## config.mk

```make
export PLATFORM = sky130hd
export DESIGN_NAME = i2c_master_byte_engine_unit
export DESIGN_NICKNAME = d
export VERILOG_FILES = /design/src/rtl/core/i2cm_pkg.sv /design/src/rtl/core/i2cm_cfg_regs.sv /design/src/rtl/core/i2cm_line_fsm.sv /design/src/rtl/core/i2c_master_byte_engine_unit.sv
export SDC_FILE = /design/constraint.sdc
export NUM_CORES = 1
export LEC_CHECK = 0
export BUFFER_PORTS_ARGS = -buffer_cell sky130_fd_sc_hd__buf_2
export CAP_MARGIN = 10
export CORE_UTILIZATION = 60
export CTS_CLUSTER_SIZE = 28
export DETAILED_ROUTE_END_ITERATION = 8
export PLACE_DENSITY = 0.89
export SLEW_MARGIN = 10
export SYNTH_ARGS = -nofsm -noshare
export SYNTH_HDL_FRONTEND = slang
export SYNTH_SLANG_ARGS = --single-unit
```

## constraint.sdc

```tcl
create_clock -name clk_i -period 4.27 [get_ports clk_i]
set_input_delay 0.854 -clock clk_i [delete_from_list [all_inputs] [get_ports clk_i]]
set_output_delay 0.854 -clock clk_i [all_outputs]
set_load 0.02 [all_outputs]
```

## src/rtl/core/i2cm_pkg.sv

```systemverilog
`default_nettype none

package i2cm_pkg;

  localparam int DelayBitsDef    = 16;
  localparam int HalfBitDelayRst = 100;
  localparam int AckPollLimitRst = 255;
  localparam int PollBits        = 8;
  localparam int CfgDataW        = 16;
  localparam int CfgIdxW         = 1;
  localparam int ByteBits        = 8;

  // configuration register indexes
  localparam logic [CfgIdxW-1:0] CfgHalfBitDelay = 1'd0;
  localparam logic [CfgIdxW-1:0] CfgAckPollLimit = 1'd1;

  typedef enum logic [2:0] {
    ReqTick    = 3'd0,
    ReqStart   = 3'd1,
    ReqStop    = 3'd2,
    ReqWrite   = 3'd3,
    ReqRead    = 3'd4,
    ReqReadAck = 3'd5
  } req_e;

  typedef struct packed {
    logic                scl;
    logic                sda;
    logic                oe;
    logic                busy;
    logic                done;
    logic                ack;
    logic [ByteBits-1:0] rd_data;
  } res_t;

endpackage

`default_nettype wire

```

## src/rtl/core/i2cm_cfg_regs.sv

```systemverilog
`default_nettype none

module i2cm_cfg_regs #(
  parameter int DelayBits = i2cm_pkg::DelayBitsDef
) (
  input  wire logic                         clk_i,
  input  wire logic                         rst_ni,
  input  wire logic                         cfg_we_i,
  input  wire logic [i2cm_pkg::CfgIdxW-1:0] cfg_index_i,
  input  wire logic [i2cm_pkg::CfgDataW-1:0] cfg_wdata_i,
  output logic      [DelayBits-1:0]         half_bit_delay_o,
  output logic      [i2cm_pkg::PollBits-1:0] ack_poll_limit_o
);

  logic [DelayBits-1:0]          hbd_q, hbd_d;
  logic [i2cm_pkg::PollBits-1:0] apl_q, apl_d;

  always_comb begin
    hbd_d = hbd_q;
    apl_d = apl_q;
    if (cfg_we_i) begin
      unique case (cfg_index_i)
        i2cm_pkg::CfgHalfBitDelay: begin
          hbd_d = DelayBits'(cfg_wdata_i);
        end
        i2cm_pkg::CfgAckPollLimit: begin
          apl_d = cfg_wdata_i[i2cm_pkg::PollBits-1:0];
        end
        default: begin
          hbd_d = hbd_q;
        end
      endcase
    end
  end

  always_ff @(posedge clk_i or negedge rst_ni) begin
    if (!rst_ni) begin
      hbd_q <= DelayBits'(i2cm_pkg::HalfBitDelayRst);
      apl_q <= i2cm_pkg::PollBits'(i2cm_pkg::AckPollLimitRst);
    end else begin
      hbd_q <= hbd_d;
      apl_q <= apl_d;
    end
  end

  assign half_bit_delay_o = hbd_q;
  assign ack_poll_limit_o = apl_q;

endmodule

`default_nettype wire

```

## src/rtl/core/i2cm_line_fsm.sv

```systemverilog
`default_nettype none

module i2cm_line_fsm #(
  parameter int DelayBits = i2cm_pkg::DelayBitsDef
) (
  input  wire logic                           clk_i,
  input  wire logic                           rst_ni,
  input  wire logic                           step_i,
  input  wire logic [2:0]                     req_type_i,
  input  wire logic [i2cm_pkg::ByteBits-1:0]  write_byte_i,
  input  wire logic                           sda_sample_i,
  input  wire logic [DelayBits-1:0]           half_bit_delay_i,
  input  wire logic [i2cm_pkg::PollBits-1:0]  ack_poll_limit_i,
  output i2cm_pkg::res_t                      res_o
);

  localparam logic [4:0] PhIdle    = 5'd0;
  localparam logic [4:0] PhStA     = 5'd1;
  localparam logic [4:0] PhStB     = 5'd2;
  localparam logic [4:0] PhStC     = 5'd3;
  localparam logic [4:0] PhStD     = 5'd4;
  localparam logic [4:0] PhSpA     = 5'd5;
  localparam logic [4:0] PhSpB     = 5'd6;
  localparam logic [4:0] PhSpC     = 5'd7;
  localparam logic [4:0] PhWrLow   = 5'd8;
  localparam logic [4:0] PhWrData  = 5'd9;
  localparam logic [4:0] PhWrHigh  = 5'd10;
  localparam logic [4:0] PhWrALow  = 5'd11;
  localparam logic [4:0] PhWrRel   = 5'd12;
  localparam logic [4:0] PhWrAHigh = 5'd13;
  localparam logic [4:0] PhWrPoll  = 5'd14;
  localparam logic [4:0] PhRdLow   = 5'd15;
  localparam logic [4:0] PhRdRel   = 5'd16;
  localparam logic [4:0] PhRdHigh  = 5'd17;
  localparam logic [4:0] PhRdSamp  = 5'd18;
  localparam logic [4:0] PhRaDrv   = 5'd19;
  localparam logic [4:0] PhRaHigh  = 5'd20;
  localparam logic [4:0] PhFin     = 5'd21;

  localparam int BB = i2cm_pkg::ByteBits;
  localparam int PB = i2cm_pkg::PollBits;

  logic [4:0]           phase_q, phase_d;
  logic [2:0]           cmd_q, cmd_d;
  logic [3:0]           bit_q, bit_d;
  logic [BB-1:0]        shift_q, shift_d;
  logic [DelayBits-1:0] wait_q, wait_d;
  logic [PB-1:0]        poll_q, poll_d;
  logic                 scl_q, scl_d;
  logic                 sda_q, sda_d;
  logic                 oe_q, oe_d;
  logic                 ack_q, ack_d;
  logic [BB-1:0]        hold_q, hold_d;

  logic                 act_en;
  logic [4:0]           act_phase;
  logic [BB-1:0]        act_shift;
  logic [3:0]           act_bit;
  logic [PB-1:0]        act_poll;
  logic [3:0]           bit_inc;
  logic [BB-1:0]        shift_in;
  logic                 done;
  logic                 cmd_valid;

  assign cmd_valid = (req_type_i == i2cm_pkg::ReqStart) || (req_type_i == i2cm_pkg::ReqStop)
                  || (req_type_i == i2cm_pkg::ReqWrite) || (req_type_i == i2cm_pkg::ReqRead)
                  || (req_type_i == i2cm_pkg::ReqReadAck);

  always_comb begin
    phase_d   = phase_q;
    cmd_d     = cmd_q;
    bit_d     = bit_q;
    shift_d   = shift_q;
    wait_d    = wait_q;
    poll_d    = poll_q;
    scl_d     = scl_q;
    sda_d     = sda_q;
    oe_d      = oe_q;
    ack_d     = ack_q;
    hold_d    = hold_q;
    done      = 1'b0;
    act_en    = 1'b0;
    act_phase = phase_q;
    act_shift = shift_q;
    act_bit   = bit_q;
    act_poll  = poll_q;

    // pick what this tick does: launch a command, count down, or act
    if (phase_q == PhIdle) begin
      act_en   = cmd_valid;
      act_bit  = '0;
      act_poll = '0;
      priority if (req_type_i == i2cm_pkg::ReqStart) begin
        act_phase = PhStA;
        act_shift = shift_q;
      end else if (req_type_i == i2cm_pkg::ReqStop) begin
        act_phase = PhSpA;
        act_shift = shift_q;
      end else if (req_type_i == i2cm_pkg::ReqWrite) begin
        act_phase = PhWrLow;
        act_shift = write_byte_i;
      end else begin
        act_phase = PhRdLow;
        act_shift = '0;
      end
      if (cmd_valid) begin
        cmd_d = req_type_i;
      end
    end else if (wait_q != '0) begin
      wait_d = wait_q - DelayBits'(1);
    end else begin
      act_en = 1'b1;
    end

    bit_inc  = act_bit + 4'd1;
    shift_in = {act_shift[BB-2:0], sda_sample_i};

    if (act_en) begin
      bit_d   = act_bit;
      shift_d = act_shift;
      poll_d  = act_poll;
      phase_d = PhFin;
      wait_d  = half_bit_delay_i;
      unique case (act_phase)
        PhStA: begin
          oe_d = 1'b1; sda_d = 1'b1; phase_d = PhStB;
        end
        PhStB: begin
          scl_d = 1'b1; phase_d = PhStC;
        end
        PhStC: begin
          sda_d = 1'b0; phase_d = PhStD;
        end
        PhStD: begin
          scl_d = 1'b0;
        end
        PhSpA: begin
          oe_d = 1'b1; sda_d = 1'b0; phase_d = PhSpB;
        end
        PhSpB: begin
          scl_d = 1'b1; phase_d = PhSpC;
        end
        PhSpC: begin
          sda_d = 1'b1;
        end
        PhWrLow: begin
          oe_d = 1'b1; scl_d = 1'b0; phase_d = PhWrData;
        end
        PhWrData: begin
          sda_d = act_shift[BB-1]; phase_d = PhWrHigh;
        end
        PhWrHigh: begin
          scl_d   = 1'b1;
          shift_d = {act_shift[BB-2:0], 1'b0};
          bit_d   = bit_inc;
          phase_d = bit_inc[3] ? PhWrALow : PhWrLow;
        end
        PhWrALow: begin
          scl_d = 1'b0; phase_d = PhWrRel;
        end
        PhWrRel: begin
          sda_d = 1'b1; oe_d = 1'b0; phase_d = PhWrAHigh;
        end
        PhWrAHigh: begin
          scl_d = 1'b1; poll_d = '0; phase_d = PhWrPoll;
        end
        PhWrPoll: begin
          priority if (act_poll >= ack_poll_limit_i) begin
            scl_d = 1'b0; ack_d = 1'b0;
          end else if (!sda_sample_i) begin
            scl_d = 1'b0; ack_d = 1'b1;
          end else begin
            // keep sampling next tick without a wait
            poll_d  = act_poll + PB'(1);
            phase_d = PhWrPoll;
            wait_d  = wait_q;
          end
        end
        PhRdLow: begin
          oe_d = 1'b1; scl_d = 1'b0; phase_d = PhRdRel;
        end
        PhRdRel: begin
          sda_d = 1'b1; oe_d = 1'b0; phase_d = PhRdHigh;
        end
        PhRdHigh: begin
          scl_d = 1'b1; phase_d = PhRdSamp;
        end
        PhRdSamp: begin
          shift_d = shift_in;
          scl_d   = 1'b0;
          bit_d   = bit_inc;
          if (bit_inc[3]) begin
            hold_d  = shift_in;
            phase_d = (cmd_q == i2cm_pkg::ReqReadAck) ? PhRaDrv : PhFin;
          end else begin
            phase_d = PhRdHigh;
          end
        end
        PhRaDrv: begin
          oe_d = 1'b1; sda_d = 1'b0; phase_d = PhRaHigh;
        end
        PhRaHigh: begin
          scl_d = 1'b1;
        end
        default: begin
          // final tick and unused codes end the command
          phase_d = PhIdle;
          wait_d  = wait_q;
          done    = 1'b1;
        end
      endcase
    end
  end

  always_ff @(posedge clk_i or negedge rst_ni) begin
    if (!rst_ni) begin
      phase_q <= PhIdle;
      cmd_q   <= '0;
      bit_q   <= '0;
      shift_q <= '0;
      wait_q  <= '0;
      poll_q  <= '0;
      scl_q   <= 1'b1;
      sda_q   <= 1'b1;
      oe_q    <= 1'b1;
      ack_q   <= 1'b0;
      hold_q  <= '0;
    end else if (step_i) begin
      phase_q <= phase_d;
      cmd_q   <= cmd_d;
      bit_q   <= bit_d;
      shift_q <= shift_d;
      wait_q  <= wait_d;
      poll_q  <= poll_d;
      scl_q   <= scl_d;
      sda_q   <= sda_d;
      oe_q    <= oe_d;
      ack_q   <= ack_d;
      hold_q  <= hold_d;
    end
  end

  always_comb begin
    res_o.scl     = scl_d;
    res_o.sda     = sda_d;
    res_o.oe      = oe_d;
    res_o.busy    = (phase_d != PhIdle);
    res_o.done    = done;
    res_o.ack     = ack_d;
    res_o.rd_data = hold_d;
  end

endmodule

`default_nettype wire

```

## src/rtl/core/i2c_master_byte_engine_unit.sv

```systemverilog
`default_nettype none

// a request's result is registered: the request is held in the input register,
// then its line state update enters the result register once that is free
// throughput: one request per cycle while the output is not stalled, one result per request
// reset: bus idle with scl high and sda driven high, wait and poll counters zero,
// half-bit delay 100 and poll limit 255, both stages empty
module i2c_master_byte_engine_unit #(
  parameter int DelayBits = i2cm_pkg::DelayBitsDef
) (
  input  wire logic                            clk_i,
  input  wire logic                            rst_ni,
  input  wire logic                            cfg_we_i,
  input  wire logic [i2cm_pkg::CfgIdxW-1:0]    cfg_index_i,
  input  wire logic [i2cm_pkg::CfgDataW-1:0]   cfg_wdata_i,
  input  wire logic                            in_valid_i,
  output logic                                 in_stall_o,
  input  wire logic [2:0]                      req_type_i,
  input  wire logic [i2cm_pkg::ByteBits-1:0]   write_byte_i,
  input  wire logic                            sda_sample_i,
  output logic                                 out_valid_o,
  input  wire logic                            out_stall_i,
  output logic                                 scl_level_o,
  output logic                                 sda_level_o,
  output logic                                 sda_output_enable_o,
  output logic                                 busy_res_o,
  output logic                                 done_res_o,
  output logic                                 ack_seen_o,
  output logic [i2cm_pkg::ByteBits-1:0]        read_data_o
);

  logic [DelayBits-1:0]                hbd;
  logic [i2cm_pkg::PollBits-1:0]       apl;

  logic                                in_vld_q, in_vld_d;
  logic [2:0]                          req_q;
  logic [i2cm_pkg::ByteBits-1:0]       wbyte_q;
  logic                                sda_in_q;
  logic                                out_vld_q, out_vld_d;
  i2cm_pkg::res_t                      res;
  i2cm_pkg::res_t                      res_q;
  logic                                advance;
  logic                                accept;

  i2cm_cfg_regs #(
    .DelayBits (DelayBits)
  ) u_cfg (
    .clk_i            (clk_i),
    .rst_ni           (rst_ni),
    .cfg_we_i         (cfg_we_i),
    .cfg_index_i      (cfg_index_i),
    .cfg_wdata_i      (cfg_wdata_i),
    .half_bit_delay_o (hbd),
    .ack_poll_limit_o (apl)
  );

  // request moves on when the result register is free or being drained
  assign advance    = in_vld_q && (!out_vld_q || !out_stall_i);
  assign in_stall_o = in_vld_q && !advance;
  assign accept     = in_valid_i && !in_stall_o;

  i2cm_line_fsm #(
    .DelayBits (DelayBits)
  ) u_fsm (
    .clk_i            (clk_i),
    .rst_ni           (rst_ni),
    .step_i           (advance),
    .req_type_i       (req_q),
    .write_byte_i     (wbyte_q),
    .sda_sample_i     (sda_in_q),
    .half_bit_delay_i (hbd),
    .ack_poll_limit_i (apl),
    .res_o            (res)
  );

  always_comb begin
    in_vld_d = in_vld_q;
    if (accept) begin
      in_vld_d = 1'b1;
    end else if (advance) begin
      in_vld_d = 1'b0;
    end
    out_vld_d = out_vld_q;
    if (advance) begin
      out_vld_d = 1'b1;
    end else if (!out_stall_i) begin
      out_vld_d = 1'b0;
    end
  end

  always_ff @(posedge clk_i or negedge rst_ni) begin
    if (!rst_ni) begin
      in_vld_q  <= 1'b0;
      out_vld_q <= 1'b0;
    end else begin
      in_vld_q  <= in_vld_d;
      out_vld_q <= out_vld_d;
    end
  end

  always_ff @(posedge clk_i) begin
    if (accept) begin
      req_q    <= req_type_i;
      wbyte_q  <= write_byte_i;
      sda_in_q <= sda_sample_i;
    end
    if (advance) begin
      res_q <= res;
    end
  end

  assign out_valid_o         = out_vld_q;
  assign scl_level_o         = res_q.scl;
  assign sda_level_o         = res_q.sda;
  assign sda_output_enable_o = res_q.oe;
  assign busy_res_o          = res_q.busy;
  assign done_res_o          = res_q.done;
  assign ack_seen_o          = res_q.ack;
  assign read_data_o         = res_q.rd_data;

endmodule

`default_nettype wire
```

==> flow_summary.ini <==
[detailed_routing]
routed_wl_mm = 14.88
vias = 5143
drc = 0
via_per_inst = 6.397
drt_iter0_drc = 354
final_antenna_net_count = 0
first_pass_iters = 6
wire_per_inst_um = 18.50

[placed_design]
place_congestion = 0.9066
hpwl_mm = 10.76
port_buffers = 49

[grt]
grt_max_degree = 83
grt.total_usage_pct = 30.16
first_global_vias = 4806
antenna_found_initial = 0
grt_pass1_wl_mm = 23.81
overflow = 0

[pwr]
p_comb_share_pct = 41.1
power_mw = 3.615
seq_power_share_pct = 41.1
p_per_area_nw_per_um2 = 547.4
clkPwrFrac_pct = 17.7
leakage_nw = 2.747
p_int_mw = 2.159
switchingPower_mw = 1.456
switching_share_pct = 40.28
peakVddDrop_mv = 0.2444

[cells_and_area]
layout.nets = 710
area_delta_synth_final_pct = 10.00
num_antenna_cells = 0
drive_above_1_share_pct = 21.46

[synth]
synth_edf_count = 26
synth_top_area_share_pct = 28.35
synth_area_leaders = dfrtp_1 28%, edfxtp_1 13%, dfstp_2 6.1%
synth_most_common_cell = nand2_1
ys.warnings.count = 0
seq_area_frac_synth_pct = 47.48
ys_async_sr_fraction_pct = 75.93
yosys_register_bits = 108
netlist_top_cells_count = 71 x nand2_1, 68 x dfrtp_1, 47 x o21ai_0
synthCells = 623
syn-num-nets = 667
ys_dominant_reg_cell = dfrtp_1
synth_area_leader_cell = dfrtp_1
synth_area_um2 = 6003
netlist-cell-type-count = 71
avgSynthCellArea_um2 = 9.636

[sta]
tightest_slew_ns = 1.041
rsz0062_at_grt = false
setup_viol_count_final = 0
tns_ns = 0
skew_ns = 0.008921
slew_viol_final = 0
fmax_mhz = 258.9
period_share_pct = 90.47
hold_violations = 0
fin_crit_ns = 3.863
relSlewSlack_pct = 30.59

[critical_path]
cpPeakStageDelay_ns = 0.61
critPathMaxFanout = 18
required_ns = 4.56
crit_top_cell = nand2_1
worst_setup_path_start_kind = flop
path_class = reg2reg
reg2reg_slack_ns = 0.41
cp_cell_sequence = nor3_2 > nand2_1 > and2_1 > ha_1 > a21oi_1 > maj3_1 > o211ai_1 > o221a_2 > nand2_1 > o2bb2ai_1
crit_family = compound AO/OA/AOI/OAI gates
worst-path-buf-inv = 0
cp-end-kind = flop
worstPathArrival_ns = 4.16
slowest_stage = dfrtp_1

[floorplanning]
ios = 50
start_util_pct = 61.70
die_h_um = 102.0
fp-row-count = 36
fp.dieW_um = 102.0
core_area_um2 = 9729
die_area_um2 = 10410

[clocking]
htreeDepth = 3
cts_buffers = 9
holdBufCountCts = 0
worstSkewPairLatency_ns = 0.38
cts_sinks = 108
cts_setup_buffers = 0
cts_resized = 0
root_buffer = clkbuf_8
clock_path_buffers = 2
cts_tree = built
clk_pin_slew_ns = 0.09

[run]
drv_cap = 0

[status]
outcome = complete, no violations

[worst_hold_path]
hold_path.class = reg2reg
## worst paths after layout
check | end | cells past startpoint | start
setup / recovery | u_fsm.wait_q[7] | 10 | u_fsm.phase_q[3]
hold / removal | u_fsm.hold_q[0] | 2 | u_fsm.hold_q[0]
setup reg to reg | u_fsm.wait_q[7] | 10 | u_fsm.phase_q[3]
hold reg to reg | u_fsm.hold_q[0] | 2 | u_fsm.hold_q[0]
max in group asynchronous | u_fsm.hold_q[4] | 1 | rst_ni
min in group asynchronous | u_fsm.wait_q[15] | 1 | rst_ni
## sequential cells by signal, indices dropped and copies added, names as in the netlist, 3 cells and up
signal	cells
u_cfg.half_bit_delay_o	16
u_fsm.poll_q	8
u_fsm.bit_q	4
u_fsm.cmd_q	3
req_q	3
u_fsm.hold_q	8
u_fsm.wait_q	16
u_fsm.phase_q	5
read_data_o	8
wbyte_q	8
u_cfg.ack_poll_limit_o	8
u_fsm.shift_q	8
## worst reg2reg max path, stage by stage, from the launching register on
cell and delay [ns]:
dfrtp_1 0.61, nor3_2 0.50, nand2_1 0.23, and2_1 0.25, ha_1 0.27, a21oi_1 0.05
maj3_1 0.38, o211ai_1 0.51, o221a_2 0.55, nand2_1 0.23, o2bb2ai_1 0.21
## metal layers
metal	up-vias	wire (um)	global-route usage, %
li1	2386	-	-
met1	2508	6285	41.31
met2	210	7227	48.48
met3	39	1001	4.856
met4	0	361	11.65
met5	-	0	0
## power by group through the flow
| stage | Clock (mW) | Combinational (mW) | Sequential (mW) |
|---|---|---|---|
| 2_1_floorplan | 0 | 1.08 | 1.42 |
| 3_3_place_gp | 0 | 1.41 | 1.49 |
| 3_5_place_dp | 0 | 1.45 | 1.50 |
| 4_1_cts | 0.658 | 1.46 | 1.48 |
| 5_1_grt | 0.695 | 1.61 | 1.51 |
| 6_report | 0.642 | 1.49 | 1.49 |
## through the flow
| step | utilization (%) | worst slack, ns | area, um2 | instances | hold slack (ns) |
|---|---|---|---|---|---|
| global placement | 65.78 | 0.6702 | 6400 | 788 | 0.4528 |
| finish | 67.88 | 0.4068 | 6604 | 804 | 0.4944 |
| global route | 67.88 | 0.1591 | 6604 | 804 | 0.5157 |
| CTS | 67.88 | 0.5103 | 6604 | 804 | 0.5023 |
| floorplan | - | 0.8748 | 6003 | 623 | 0.4401 |
| detailed placement | 65.78 | 0.5297 | 6400 | 788 | 0.4756 |
## layout make-up
cell class / count / area [um2]
flip-flops and latches: 108 / 2850
inverters: 25 / 93.84
multi-input cells: 453 / 2892
clock inverters: 3 / 45.04
fillers: 802 / 3126
clock buffers: 13 / 158.9
repair buffers: 69 / 397.9
well taps: 133 / 166.4
## logic make-up (layout without fill, tap and decap cells)
| logic type | after synthesis | in the layout | share of synthesized area [%] |
|---|---|---|---|
| AND/OR/NAND/NOR | 210 | 210 | 17.22 |
| AO/OA/AOI/OAI | 187 | 187 | 20.61 |
| buffers and inverters | 62 | 110 | 4.398 |
| XOR/XNOR | 6 | 6 | 0.8754 |
| flip-flops | 108 | 108 | 47.48 |
| multiplexers | 39 | 39 | 7.170 |
| adder cells (fa/ha/maj) | 11 | 11 | 2.251 |
## cell usage in the layout (no fill, tap or decap), types with 5 or more instances in the layout
| master | synthesis | layout |
|---|---|---|
| o2bb2ai_1 | 5 | 5 |
| inv_1 | 24 | 24 |
| o211ai_1 | 6 | 6 |
| dfstp_2 | 14 | 14 |
| mux2_2 | 32 | 32 |
| dfrtp_1 | 68 | 68 |
| buf_4 | 0 | 21 |
| and2_1 | 11 | 11 |
| a21oi_1 | 39 | 39 |
| mux2i_1 | 7 | 7 |
| or3_1 | 6 | 6 |
| nor2b_1 | 9 | 9 |
| nand2b_1 | 9 | 9 |
| ha_1 | 10 | 10 |
| clkbuf_8 | 0 | 11 |
| nor2_1 | 34 | 33 |
| o221ai_1 | 5 | 5 |
| nand2_1 | 71 | 71 |
| nor3_1 | 19 | 19 |
| a31oi_1 | 23 | 23 |
| edfxtp_1 | 26 | 26 |
| nand3_1 | 23 | 23 |
| buf_2 | 7 | 48 |
| o21ai_0 | 47 | 47 |
| a22oi_1 | 9 | 9 |
Note: power is estimated with default switching activity, not from simulation.
